===== src/rtl/tmq_pkg.sv =====
`default_nettype none
// ----------------------------------------------------------------------------
// tmq_pkg: shared types and constants for the text marquee window scroller
// Command codes, config register indexes, transaction payload structs, FSM.
// ----------------------------------------------------------------------------
package tmq_pkg;

  localparam int TEXT_DEPTH_DEF = 256;
  localparam int WINDOW_MAX_DEF = 32;

  localparam int CFG_IDX_W  = 3;
  localparam int CFG_DATA_W = 16;

  localparam logic [7:0]  SPACE_CHAR  = 8'h20;
  localparam int          SMOOTH_STEP = 2;
  localparam logic [15:0] TIMER_MAX   = 16'hFFFF;

  // config register reset values
  localparam logic [5:0]  WINDOW_CHARS_RST = 6'd16;
  localparam logic [15:0] SCROLL_INT_RST   = 16'd200;
  localparam logic [15:0] PAUSE_INT_RST    = 16'd1000;
  localparam logic        LOOP_MODE_RST    = 1'b1;
  localparam logic        SMOOTH_MODE_RST  = 1'b1;
  localparam logic [4:0]  GLYPH_PIX_RST    = 5'd6;

  typedef enum logic [CFG_IDX_W-1:0] {
    REG_WINDOW_CHARS = 3'd0,
    REG_SCROLL_INT   = 3'd1,
    REG_PAUSE_INT    = 3'd2,
    REG_LOOP_MODE    = 3'd3,
    REG_SMOOTH_MODE  = 3'd4,
    REG_GLYPH_PIXELS = 3'd5
  } cfg_reg_t;

  typedef enum logic [1:0] {
    CMD_LOAD   = 2'd0,
    CMD_TICK   = 2'd1,
    CMD_PAUSE  = 2'd2,
    CMD_RESUME = 2'd3
  } cmd_t;

  typedef enum logic [1:0] {
    ST_IDLE,
    ST_PLAN,
    ST_EMIT
  } state_t;

  typedef struct packed {
    cmd_t       command;
    logic [7:0] char_code;
    logic       text_begin;
    logic       text_finish;
  } in_item_t;

  typedef struct packed {
    logic [7:0] window_char;
    logic [5:0] window_slot;
    logic       window_last;
    logic [3:0] pixel_shift;
    logic [7:0] start_index;
    logic       moving;
  } out_item_t;

endpackage : tmq_pkg
`default_nettype wire


===== src/rtl/tmq_ram.sv =====
`default_nettype none
// ----------------------------------------------------------------------------
// tmq_ram: generic single-write, single-read synchronous RAM
// One write port, one read port, read data registered and held when idle.
// ----------------------------------------------------------------------------
module tmq_ram #(
  parameter int WIDTH = 8,
  parameter int DEPTH = 256
) (
  input  wire logic                     clk,
  input  wire logic                     we,
  input  wire logic [$clog2(DEPTH)-1:0] waddr,
  input  wire logic [WIDTH-1:0]         wdata,
  input  wire logic                     re,
  input  wire logic [$clog2(DEPTH)-1:0] raddr,
  output      logic [WIDTH-1:0]         rdata
);

  logic [WIDTH-1:0] mem [DEPTH];

  always_ff @(posedge clk) begin
    if (we) begin
      mem[waddr] <= wdata;
    end
    if (re) begin
      rdata <= mem[raddr];
    end
  end

endmodule : tmq_ram
`default_nettype wire


===== src/rtl/text_marquee_window_scroller_unit.sv =====
`default_nettype none
// ----------------------------------------------------------------------------
// text_marquee_window_scroller_unit: scrolling text marquee window engine
// Holds a text in a RAM, runs pause and scroll timers off millisecond ticks,
// and streams the visible window one character per output transaction.
// ----------------------------------------------------------------------------
// Usage: a load, tick, pause or resume command that produces no window is
// just accepted. A finishing load or a tick that makes a scroll step is
// accepted, its window planned in ST_PLAN, then emitted in ST_EMIT at one
// character per cycle (up to window_chars + 2, i.e. 34 at WINDOW_MAX = 32)
// while the consumer keeps out_ready high; the single read port of the text
// RAM sets that one-character-per-cycle pace. The next command is taken as
// soon as the last character read has been issued, while that last character
// may still sit in the output register. The text store is not cleared at
// reset: there is no clearing pass and the block is ready right after reset.
// Configuration writes are registered and must only be made while idle.
// ----------------------------------------------------------------------------
module text_marquee_window_scroller_unit
  import tmq_pkg::*;
#(
  parameter int TEXT_DEPTH = TEXT_DEPTH_DEF,
  parameter int WINDOW_MAX = WINDOW_MAX_DEF
) (
  input  wire logic                  clk,
  input  wire logic                  rst,
  // command transactions
  input  wire logic                  in_valid,
  output      logic                  in_ready,
  input  wire in_item_t              in_item,
  // window character transactions
  output      logic                  out_valid,
  input  wire logic                  out_ready,
  output      out_item_t             out_item,
  // configuration write port
  input  wire logic                  cfg_we,
  input  wire logic [CFG_IDX_W-1:0]  cfg_index,
  input  wire logic [CFG_DATA_W-1:0] cfg_data
);

  // AW: text address, CW: text count (0..TEXT_DEPTH),
  // NW: window character counts (0..WINDOW_MAX+2), XW: common compare width
  localparam int AW = $clog2(TEXT_DEPTH);
  localparam int CW = $clog2(TEXT_DEPTH + 1);
  localparam int NW = $clog2(WINDOW_MAX + 3);
  localparam int XW = (CW > NW) ? CW : NW;

  // --------------------------------------------------------------------------
  // Configuration registers
  // --------------------------------------------------------------------------
  logic [5:0]  cfg_window;
  logic [15:0] cfg_scroll;
  logic [15:0] cfg_pause;
  logic        cfg_loop;
  logic        cfg_smooth;
  logic [4:0]  cfg_glyph;

  always_ff @(posedge clk) begin
    if (rst) begin
      cfg_window <= WINDOW_CHARS_RST;
      cfg_scroll <= SCROLL_INT_RST;
      cfg_pause  <= PAUSE_INT_RST;
      cfg_loop   <= LOOP_MODE_RST;
      cfg_smooth <= SMOOTH_MODE_RST;
      cfg_glyph  <= GLYPH_PIX_RST;
    end else if (cfg_we) begin
      case (cfg_index)
        REG_WINDOW_CHARS: cfg_window <= cfg_data[5:0];
        REG_SCROLL_INT:   cfg_scroll <= cfg_data;
        REG_PAUSE_INT:    cfg_pause  <= cfg_data;
        REG_LOOP_MODE:    cfg_loop   <= cfg_data[0];
        REG_SMOOTH_MODE:  cfg_smooth <= cfg_data[0];
        REG_GLYPH_PIXELS: cfg_glyph  <= cfg_data[4:0];
        default: ;  // writes beyond the register list are dropped
      endcase
    end
  end

  // Effective window width: 0 acts as 1, clamp at WINDOW_MAX
  logic [5:0] weff;
  always_comb begin
    if (cfg_window == 6'd0) begin
      weff = 6'd1;
    end else if (cfg_window > 6'(WINDOW_MAX)) begin
      weff = 6'(WINDOW_MAX);
    end else begin
      weff = cfg_window;
    end
  end

  // --------------------------------------------------------------------------
  // Marquee state
  // --------------------------------------------------------------------------
  state_t        state, state_next;
  logic [CW-1:0] text_count, text_count_next;
  logic [AW-1:0] start_pos, start_pos_next;   // always below TEXT_DEPTH
  logic [4:0]    pixel_pos, pixel_pos_next;
  logic          held, held_next;
  logic [15:0]   pause_timer, pause_timer_next;
  logic [15:0]   step_timer, step_timer_next;
  logic          overflowing, overflowing_next;

  logic accept;
  logic emit_go;   // accepted transaction produces a window

  // RAM write port (loads only, issued at accept)
  logic          ram_we;
  logic [AW-1:0] ram_waddr;
  logic [7:0]    ram_rdata;

  // --------------------------------------------------------------------------
  // Command processing
  // --------------------------------------------------------------------------
  logic [CW-1:0] cnt_base;
  logic [CW-1:0] cnt_new;
  logic [15:0]   pt_inc;
  logic [15:0]   st_inc;
  logic [5:0]    pix_step;
  logic [CW-1:0] sp1;
  logic [XW-1:0] tc_x;
  logic [XW-1:0] w_x;
  logic [AW-1:0] end_pos;
  logic          do_advance;

  assign accept = in_valid && in_ready;

  always_comb begin
    cnt_base = in_item.text_begin ? '0 : text_count;
    cnt_new  = (cnt_base < CW'(TEXT_DEPTH)) ? cnt_base + CW'(1) : cnt_base;
    pt_inc   = (pause_timer == TIMER_MAX) ? pause_timer : pause_timer + 16'd1;
    st_inc   = (step_timer == TIMER_MAX) ? step_timer : step_timer + 16'd1;
    pix_step = {1'b0, pixel_pos} + 6'(SMOOTH_STEP);
    sp1      = CW'(start_pos) + CW'(1);
    tc_x     = XW'(text_count);
    w_x      = XW'(weff);
    // stop mode parks at length minus width, or at 0 for a short text
    if (cfg_loop) begin
      end_pos = '0;
    end else if (tc_x >= w_x) begin
      end_pos = AW'(tc_x - w_x);
    end else begin
      end_pos = '0;
    end
  end

  always_comb begin
    text_count_next  = text_count;
    start_pos_next   = start_pos;
    pixel_pos_next   = pixel_pos;
    held_next        = held;
    pause_timer_next = pause_timer;
    step_timer_next  = step_timer;
    overflowing_next = overflowing;
    ram_we           = 1'b0;
    ram_waddr        = cnt_base[AW-1:0];
    emit_go          = 1'b0;
    do_advance       = 1'b0;

    if (accept) begin
      case (in_item.command)
        CMD_LOAD: begin
          ram_we          = (cnt_base < CW'(TEXT_DEPTH));  // full store drops
          text_count_next = cnt_new;
          if (in_item.text_finish) begin
            start_pos_next   = '0;
            pixel_pos_next   = '0;
            held_next        = 1'b1;
            pause_timer_next = '0;
            step_timer_next  = '0;
            overflowing_next = (XW'(cnt_new) > w_x);
            emit_go          = 1'b1;
          end
        end
        CMD_PAUSE: begin
          held_next        = 1'b1;
          pause_timer_next = '0;
        end
        CMD_RESUME: begin
          held_next       = 1'b0;
          step_timer_next = '0;
        end
        CMD_TICK: begin
          if (overflowing) begin
            if (held) begin
              pause_timer_next = pt_inc;
              if (pt_inc >= cfg_pause) begin
                held_next       = 1'b0;
                step_timer_next = '0;
              end
            end else if (st_inc < cfg_scroll) begin
              step_timer_next = st_inc;
            end else begin
              step_timer_next = '0;
              emit_go         = 1'b1;
              if (cfg_smooth && (pix_step < {1'b0, cfg_glyph})) begin
                pixel_pos_next = pix_step[4:0];
              end else begin
                pixel_pos_next = cfg_smooth ? 5'd0 : pixel_pos;
                do_advance     = 1'b1;
              end
            end
          end
        end
        default: ;
      endcase
    end

    // start advance with end-of-text handling
    if (do_advance) begin
      if (sp1 >= text_count) begin
        start_pos_next   = end_pos;
        held_next        = 1'b1;
        pause_timer_next = '0;
      end else begin
        start_pos_next = sp1[AW-1:0];
      end
    end
  end

  // --------------------------------------------------------------------------
  // Window plan: span from the start, then in loop mode a space and a wrap from 0
  // --------------------------------------------------------------------------
  logic [XW-1:0] avail_x, span_x, take_x, rem_x, lim_x;
  logic          plan_space;
  logic [NW-1:0] plan_n;
  logic [AW-1:0] plan_addr;

  always_comb begin
    avail_x    = (XW'(start_pos) < tc_x) ? tc_x - XW'(start_pos) : '0;
    span_x     = w_x + XW'(cfg_smooth);
    lim_x      = XW'(WINDOW_MAX + 2);
    rem_x      = '0;
    plan_space = 1'b0;
    if (!overflowing) begin
      take_x = (tc_x < lim_x) ? tc_x : lim_x;
    end else begin
      take_x = (avail_x < span_x) ? avail_x : span_x;
      if ((avail_x < span_x) && cfg_loop) begin
        plan_space = 1'b1;
        rem_x      = span_x - avail_x;
        if (rem_x > tc_x) begin
          rem_x = tc_x;
        end
      end
    end
    plan_n    = NW'(take_x + rem_x + XW'(plan_space));
    plan_addr = overflowing ? start_pos : '0;
  end

  // --------------------------------------------------------------------------
  // Emission sequencer: one character issued per cycle unless stalled; the RAM's
  // registered read data is the output register, held while the consumer stalls.
  // --------------------------------------------------------------------------
  logic [NW-1:0] a_left, b_left, idx, n_total;
  logic          space_pend;
  logic [AW-1:0] rd_addr;
  logic          issue, issue_space, issue_last, ram_re;
  logic          out_vld;
  logic          o_space, o_last, o_moving;
  logic [5:0]    o_slot;
  logic [3:0]    o_pshift;
  logic [7:0]    o_sindex;
  logic [31:0]   sp_wide;

  // next state
  always_comb begin
    state_next = state;
    case (state)
      ST_IDLE: if (accept && emit_go) state_next = ST_PLAN;
      ST_PLAN: state_next = (plan_n == '0) ? ST_IDLE : ST_EMIT;
      ST_EMIT: if (issue && issue_last) state_next = ST_IDLE;
      default: state_next = ST_IDLE;
    endcase
  end

  // FSM outputs
  always_comb begin
    in_ready    = 1'b0;
    issue       = 1'b0;
    case (state)
      ST_IDLE: in_ready = 1'b1;
      ST_EMIT: issue    = !out_vld || out_ready;
      default: ;
    endcase
    issue_space = issue && (a_left == '0) && space_pend;
    issue_last  = ((idx + NW'(1)) == n_total);
    ram_re      = issue && !issue_space;
  end

  assign sp_wide = 32'(start_pos);

  always_ff @(posedge clk) begin
    if (rst) begin
      state       <= ST_IDLE;
      text_count  <= '0;
      start_pos   <= '0;
      pixel_pos   <= '0;
      held        <= 1'b1;
      pause_timer <= '0;
      step_timer  <= '0;
      overflowing <= 1'b0;
      out_vld     <= 1'b0;
    end else begin
      state       <= state_next;
      text_count  <= text_count_next;
      start_pos   <= start_pos_next;
      pixel_pos   <= pixel_pos_next;
      held        <= held_next;
      pause_timer <= pause_timer_next;
      step_timer  <= step_timer_next;
      overflowing <= overflowing_next;
      if (issue) begin
        out_vld <= 1'b1;
      end else if (out_ready) begin
        out_vld <= 1'b0;
      end
    end
  end

  // sequencer counters and per-character sideband
  always_ff @(posedge clk) begin
    if (state == ST_PLAN) begin
      a_left     <= NW'(take_x);
      b_left     <= NW'(rem_x);
      space_pend <= plan_space;
      rd_addr    <= plan_addr;
      idx        <= '0;
      n_total    <= plan_n;
    end else if (issue) begin
      idx <= idx + NW'(1);
      if (a_left != '0) begin
        a_left  <= a_left - NW'(1);
        rd_addr <= rd_addr + AW'(1);
      end else if (space_pend) begin
        space_pend <= 1'b0;
        rd_addr    <= '0;
      end else begin
        b_left  <= b_left - NW'(1);
        rd_addr <= rd_addr + AW'(1);
      end
    end
    // state is frozen during emission, so sample it per character
    if (issue) begin
      o_space  <= issue_space;
      o_slot   <= 6'(idx);
      o_last   <= issue_last;
      o_pshift <= (pixel_pos > 5'd15) ? 4'd15 : pixel_pos[3:0];
      o_sindex <= sp_wide[7:0];
      o_moving <= overflowing && !held;
    end
  end

  // Write and read never overlap: writes happen at accept, reads only while
  // emitting, so no forwarding is needed.
  tmq_ram #(
    .WIDTH (8),
    .DEPTH (TEXT_DEPTH)
  ) u_text_ram (
    .clk   (clk),
    .we    (ram_we),
    .waddr (ram_waddr),
    .wdata (in_item.char_code),
    .re    (ram_re),
    .raddr (rd_addr),
    .rdata (ram_rdata)
  );

  assign out_valid            = out_vld;
  assign out_item.window_char = o_space ? SPACE_CHAR : ram_rdata;
  assign out_item.window_slot = o_slot;
  assign out_item.window_last = o_last;
  assign out_item.pixel_shift = o_pshift;
  assign out_item.start_index = o_sindex;
  assign out_item.moving      = o_moving;

endmodule : text_marquee_window_scroller_unit
`default_nettype wire


===== config.mk =====
export PLATFORM = sky130hd
export DESIGN_NAME = text_marquee_window_scroller_unit
export DESIGN_NICKNAME = d
export VERILOG_FILES = /design/src/rtl/tmq_pkg.sv /design/src/rtl/tmq_ram.sv /design/src/rtl/text_marquee_window_scroller_unit.sv
export SDC_FILE = /design/constraint.sdc
export NUM_CORES = 2
export LEC_CHECK = 0
export ABC_AREA = 1
export CAP_MARGIN = 5
export CORE_UTILIZATION = 60
export CTS_CLUSTER_DIAMETER = 120
export DETAILED_ROUTE_END_ITERATION = 10
export DONT_BUFFER_PORTS = 1
export PLACE_DENSITY = 0.76
export SLEW_MARGIN = 5
export SYNTH_ARGS = -nofsm -noshare
export SYNTH_HDL_FRONTEND = slang
export SYNTH_HIERARCHICAL = 1
export SYNTH_SLANG_ARGS = --single-unit

===== constraint.sdc =====
create_clock -name clk -period 6.7 [get_ports clk]
set_input_delay 1.005 -clock clk [delete_from_list [all_inputs] [get_ports clk]]
set_output_delay 1.005 -clock clk [all_outputs]
set_load 0.01 [all_outputs]

# Word level (Yosys, flattened, before mapping)
# Memories as Yosys holds them, arrays and structs flattened. A register that Yosys moved wholly into a read port is not among the register bits.
# Cells that the tools add are included.
[word_totals]
reg_bits = 152
ramBits = 2048
in_bits = 36
output_inout_bits = 30
word_cells = 204
mem_count = 1
[classes]
addsub = 14
order_cmp = 13
n_eq_ne = 22
muxes = 86
reduce_logical = 42
[memory_table]
columns = ["name", "words", "word_bits", "rd", "rd_clocked_by_memory_dff", "write_ports", "line", "rtl"]
rows = [
  ["u_text_ram.mem", 256, 8, 1, 1, 1, "tmq_ram.sv:19", "logic [WIDTH-1:0] mem [DEPTH];"],
]
[ops]
columns = ["op", "count"]
rows = [
  ["2-to-1 mux 16 bit", 13],
  ["2-to-1 mux 8 bit", 13],
  ["case mux 16 bit (3 select lines)", 2],
  ["2-to-1 mux 6 bit", 11],
  ["adder 16 x 1 -> 16 bit, second input constant", 2],
  ["== test 16 bit, second input constant", 2],
  ["2-to-1 mux 1 bit", 31],
  ["2-to-1 mux 5 bit", 6],
  ["2-to-1 mux 9 bit", 3],
  ["AND reduction 2 bit", 10],
  ["zero test 6 bit", 3],
  [">= comparator 16 bit", 1],
  ["< comparator 16 bit", 1],
  ["!= test 2 bit, second input constant", 7],
  ["nonzero test 2 bit", 7],
  ["case mux 5 bit (2 select lines)", 1],
  ["adder 8 x 1 -> 9 bit, second input constant", 1],
  ["adder 9 x 1 -> 9 bit, second input constant", 1],
  [">= comparator 9 x 6 -> 1 bit", 1],
  [">= comparator 9 bit", 1],
  ["> comparator 9 x 6 -> 1 bit", 1],
  ["> comparator 9 bit", 1],
  ["logical AND 1 bit", 9],
  ["< comparator 8 x 9 -> 1 bit", 1],
  ["36 further kinds", 48],
]

# Longest topological paths before layout
[depth]
ltp_word = 14
mapped_depth = 42
depth_no_buf = 41

# By module
# Netlist, hierarchy kept.
[by_module_without_submodules]
columns = ["module", "n_inst", "cells_per_inst", "area_each_um2", "seq_area_each_um2"]
rows = [
  ["tmq_ram", 1, 7003, 83476.3, 61739.2],
  ["text_marquee_window_scroller_unit", 1, 1446, 10481.3, 3443.3],
]

# Worst setup path after synthesis
# No wires, ideal clock.
[synth_path]
path_type = "register to register"
startpoint = "register start_pos[2]"
endpoint = "register state[1]"
setup_time_ns = 0.132
arrival_time_ns = 5.422
required_time_ns = 6.568
path_slack_ns = 1.146
stages_incl_launch_ff = 35
n_path_buf = 1
synth_period_minus_slack_ns = 5.554
cell_sequence = "dfxtp_1 -> inv_1 -> ha_1 -> clkbuf_1 -> nand2_1 -> nand2_1 -> nand2_1 -> nand2_1 -> nand2_1 -> nand3_1 -> nand2_1 -> or2_2 -> inv_1 -> ha_1 -> fa_1 -> o21ai_0 -> nand3_1 -> a21oi_1 -> o21ai_0 -> xor2_1 -> ha_1 -> a21o_1 -> nor2_1 -> nand3_1 -> nand2_1 -> nor2_1 -> o21a_1 -> fa_1 -> fa_1 -> xor2_1 -> nor3_1 -> nor3b_1 -> nand2_1 -> nand2_1 -> a21oi_1"
[synth_between]
elab_chain_len = 12
word_cells_on_any_way = 19
classes_between = "add/sub (4); order compare (3); mux (10); reduce/logical (2)"
[synth_lines]
columns = ["element", "line", "rtl"]
rows = [
  ["start, declared", "text_marquee_window_scroller_unit.sv:95", "logic [AW-1:0] start_pos, start_pos_next;"],
  ["start signal, assigned", "text_marquee_window_scroller_unit.sv:305", "start_pos <= start_pos_next;"],
  ["subtractor 9 x 8 -> 9 bit / < comparator 8 x 9 -> 1 bit (equally long branches)", "text_marquee_window_scroller_unit.sv:228", "avail_x = (XW'(start_pos) < tc_x) ? tc_x - XW'(start_pos) : '0;"],
  ["2-to-1 mux 9 bit (*)", "text_marquee_window_scroller_unit.sv:228", ""],
  ["subtractor 7 x 9 -> 9 bit", "text_marquee_window_scroller_unit.sv:239", "rem_x = span_x - avail_x;"],
  ["> comparator 9 bit", "text_marquee_window_scroller_unit.sv:240", "if (rem_x > tc_x) begin"],
  ["2-to-1 mux 6 bit", "text_marquee_window_scroller_unit.sv:240", ""],
  ["2-to-1 mux 6 bit", "text_marquee_window_scroller_unit.sv:237", "if ((avail_x < span_x) && cfg_loop) begin"],
  ["2-to-1 mux 6 bit", "text_marquee_window_scroller_unit.sv:233", "if (!overflowing) begin"],
  ["adder 6 bit", "text_marquee_window_scroller_unit.sv:245", "plan_n = NW'(take_x + rem_x + XW'(plan_space));"],
  ["adder 6 x 1 -> 6 bit (*)", "text_marquee_window_scroller_unit.sv:245", ""],
  ["net plan_n[2]", "text_marquee_window_scroller_unit.sv:224", "logic [NW-1:0] plan_n;"],
  ["zero test 6 bit (*)", "text_marquee_window_scroller_unit.sv:269", "ST_PLAN: state_next = (plan_n == '0) ? ST_IDLE : ST_EMIT;"],
  ["2-to-1 mux 2 bit (*)", "text_marquee_window_scroller_unit.sv:269", ""],
  ["case mux 2 bit (3 select lines) (*)", "text_marquee_window_scroller_unit.sv:267", "case (state)"],
  ["end signal, assigned", "text_marquee_window_scroller_unit.sv:303", "state <= state_next;"],
  ["end, declared", "text_marquee_window_scroller_unit.sv:93", "state_t state, state_next;"],
]
# The timed path passes the listed nets; every way through them passes the cells marked *.
# A chain may end at the register's enable or synchronous reset.

# Worst setup path after layout
[layout_path]
startpoint = "register start_pos[4]"
endpoint = "register state[1]"
# Same word-level chain as after synthesis.

==> metrics.csv <==
metric;value;unit
Crit Path Category;reg2reg;
Synth Area in XOR/XNOR;0.5034;%
Nets;8357;
Net Count, Synth;8588;
I/O pins;66;
setup violators final;0;
overall power;0.02806;W
compound-cell area share of the yosys netlist;1.899;%
layout cell share with drive strength beyond 1;5.000;%
simple logic cell fraction of the synthesized area;22.97;%
largest net degree at the start of global routing;257;
final wirelength;245800;um
clk_skew;0.03552;ns
Critical Path End Type;register;
Tot GR Track Use;30.87;%
clk slew on worst S/H paths;0.07;ns
status;complete, no violations;
I/O Buffers;0;
post-route setup TNS;0;ns
Vias;65200;
Area Overhead vs Synth;8.067;%
RSZ-0062 raised after global routing;false;
worst skew pair latency;0.86;ns
detailed router's first-iteration violation count;9020;
die area;158200;um2
ANT nets after route;0;
Initial Util;60.71;%
top-count cell post-synth;nand2_1;
PwrDens;276.4;nW/um2
total CTS buffers;215;
Hold WS;0.2157;ns
Synth Register Bits;2207;
non-filler cells, final;10450;
critical path fanouts, max;9;
wire per inst;23.53;um
Overflow after GRT;0;
Post-synth EDFFs;2098;
max cap viols;0;
post-synth top area share;67.05;%
Final GP Congestion;0.9365;
PnR worst setup slack;0.5878;ns
CTS max path bufs;3;
CTS tree;yes;
H-tree depth;4;
placed insts;10050;
core footprint;154800;um2
main flop type after synthesis;edfxtp_1;
Synth cell types;56;
fmax;0.1636;GHz
row count;144;
pre-CTS setup slack;0.4507;ns
Fill cells;11080;
Slowest cell on crit path;fa_1;
most used cell, CP;nand2_1;
Hold Crit Class;in2reg;
via density per instance;6.242;
top cells by area, synth;edfxtp_1 67%, nand3_1 11%, nand2_1 9.5%, dfxtp_1 2.3%, nor2_1 1.7%;
critical path data arrival time;6.84;ns
Final Hold Viols;0;
Seq/Total Area, Yosys;69.37;%
Post-synth ARST share;0;%
Root Driver;clkbuf_16;
initial antenna violation count;4;
CTS Sinks;2207;
measured slew at the worst slew-check pin;1.288;ns
Worst VDD drop;0.0002698;V
adder-cell share of the synthesized area;1.412;%
Max transition margin;11.90;%
Final Slew Violations;0;
Die H;397.7;um
# DRC;0;
Setup Buffers After CTS;0;
Largest stage delay, worst path;0.43;ns
Die X;397.7;um
CP Launch Type;register;
top cells by count, synth;2368 x nand2_1, 2098 x edfxtp_1, 2082 x nand3_1, 421 x nor2_1, 268 x buf_2;
critical path required time;7.43;ns
min Tclk post-route;6.112;ns
mux contribution to synthesized area;0;%
DP HPWL;136600;um
vias in the first global route;61710;
Pre-Repair DR Iteration Count;8;
first-pass GRT wire length;368600;um
Mean Syn Cell Area;11.12;um2
final period utilization;91.23;%
Synth warnings;6;
Synth area leader;edfxtp_1;
Leak Pwr;36.06;nW
count of hold buffers inserted by post-cts repair;0;
Synth Instances;8449;
Mapped Area;93960;um2
largest family of logic cells by synthesized area;simple AND/OR/NAND/NOR gates;
-- layout make-up --
cell class	instances	area [um2]	share of cell area, %
inverters	269	1044	1.028
repair buffers	67	653.1	0.6432
multi-input cells	5458	25190	24.81
clock buffers	267	5648	5.562
flip-flops and latches	2207	65180	64.20
well taps	2044	2557	2.519
diodes	2	5.005	0.004929
clock inverters	132	1259	1.240
-- worst paths after layout --
| check | from | to | slack (ns) | depth (start not counted) |
|---|---|---|---|---|
| setup reg to reg | start_pos[4]$_SDFFE_PP0P_ | state[1]$_SDFFE_PP0P_ | 0.59 | 33 |
| setup / recovery | start_pos[4]$_SDFFE_PP0P_ | state[1]$_SDFFE_PP0P_ | 0.59 | 33 |
| hold reg to reg | idx[5]$_SDFFE_PP0P_ | o_slot[5]$_DFFE_PP_ | 0.45 | 0 |
| hold / removal | rst | step_timer[11]$_SDFFE_PP0P_ | 0.22 | 1 |
-- where the power goes --
part	leakage (nW)	internal (W)	switching, W	total [W]
Clock	3.37	0.00672	0.00515	0.0119
Sequential	19.7	0.0151	0.0000286	0.0151
Combinational	13.0	0.000305	0.000744	0.00105
Total	36.1	0.0221	0.00592	0.0281
-- repair_timing --
item                                   in CTS  in global routing
setup endpoints to repair                   0                  2
gates resized for setup                     0                  5
endpoints found under the hold margin       0                  0
-- layer usage --
metal  vias up  routed length [um]  global-route usage (%)
met2      3864              114200                   48.20
met5         -                   7                       0
met4         2               11140                   13.86
met3       593               26930                   6.042
li1      29230                   -                       -
met1     31510               93540                   42.29
-- logic make-up after synthesis --
logic type      count (synthesis)
simple gates                 4985
flops                        2207
buf+inv                       784
compound gates                315
fa+ha+maj                     103
xor+xnor                       54
other cells                     1
-- placed cells by master (no fill, tap or decap), drive strengths merged, types with 2 or more instances in the layout --
master	Yosys	layout
a211oi	7	7
a21boi	2	2
a21o	3	3
a21oi	129	129
a22oi	4	4
a31oi	3	3
and3	2	2
buf	376	67
bufinv	0	19
clkbuf	139	267
clkinv	2	99
clkinvlp	0	6
dfxtp	109	109
diode	0	2
edfxtp	2098	2098
fa	5	5
ha	98	98
inv	267	277
nand2	2376	2376
nand3	2082	2082
nand3b	4	4
nand4	34	34
nor2	436	436
nor3	34	34
nor3b	2	2
nor4	6	6
o211ai	18	18
o21a	3	3
o21ai	114	114
o21bai	3	3
o22ai	9	9
o31ai	8	8
o32ai	3	3
or2	9	9
xnor2	13	13
xor2	41	41
-- per-stage QoR --
stage / cell area, um2 / util [%]
2_1_floorplan: 93960 / -
3_3_place_gp: 94610 / 61.13
3_5_place_dp: 94610 / 61.13
4_1_cts: 101500 / 65.59
5_1_grt: 101500 / 65.60
6_report: 101500 / 65.61
-- sequential cells by signal (all words and copies together) (netlist names), 8 cells and up --
register          count
cfg_pause            16
o_sindex              8
pause_timer          16
tc_x                  9
u_text_ram/mem     2048
step_timer           16
start_pos             8
u_text_ram/rdata      8
rd_addr               8
cfg_scroll           16
-- worst max-delay path: cells and delay by family (launching register included) --
family	cells	cell delay, ns
flip-flops	1	0.40
buffers and inverters	3	0.23
AO/OA/AOI/OAI	6	1.06
AND/OR/NAND/NOR	16	1.75
XOR/XNOR	2	0.34
adder cells (fa/ha/maj)	6	2.19
Power figures use the tool's default switching activity.
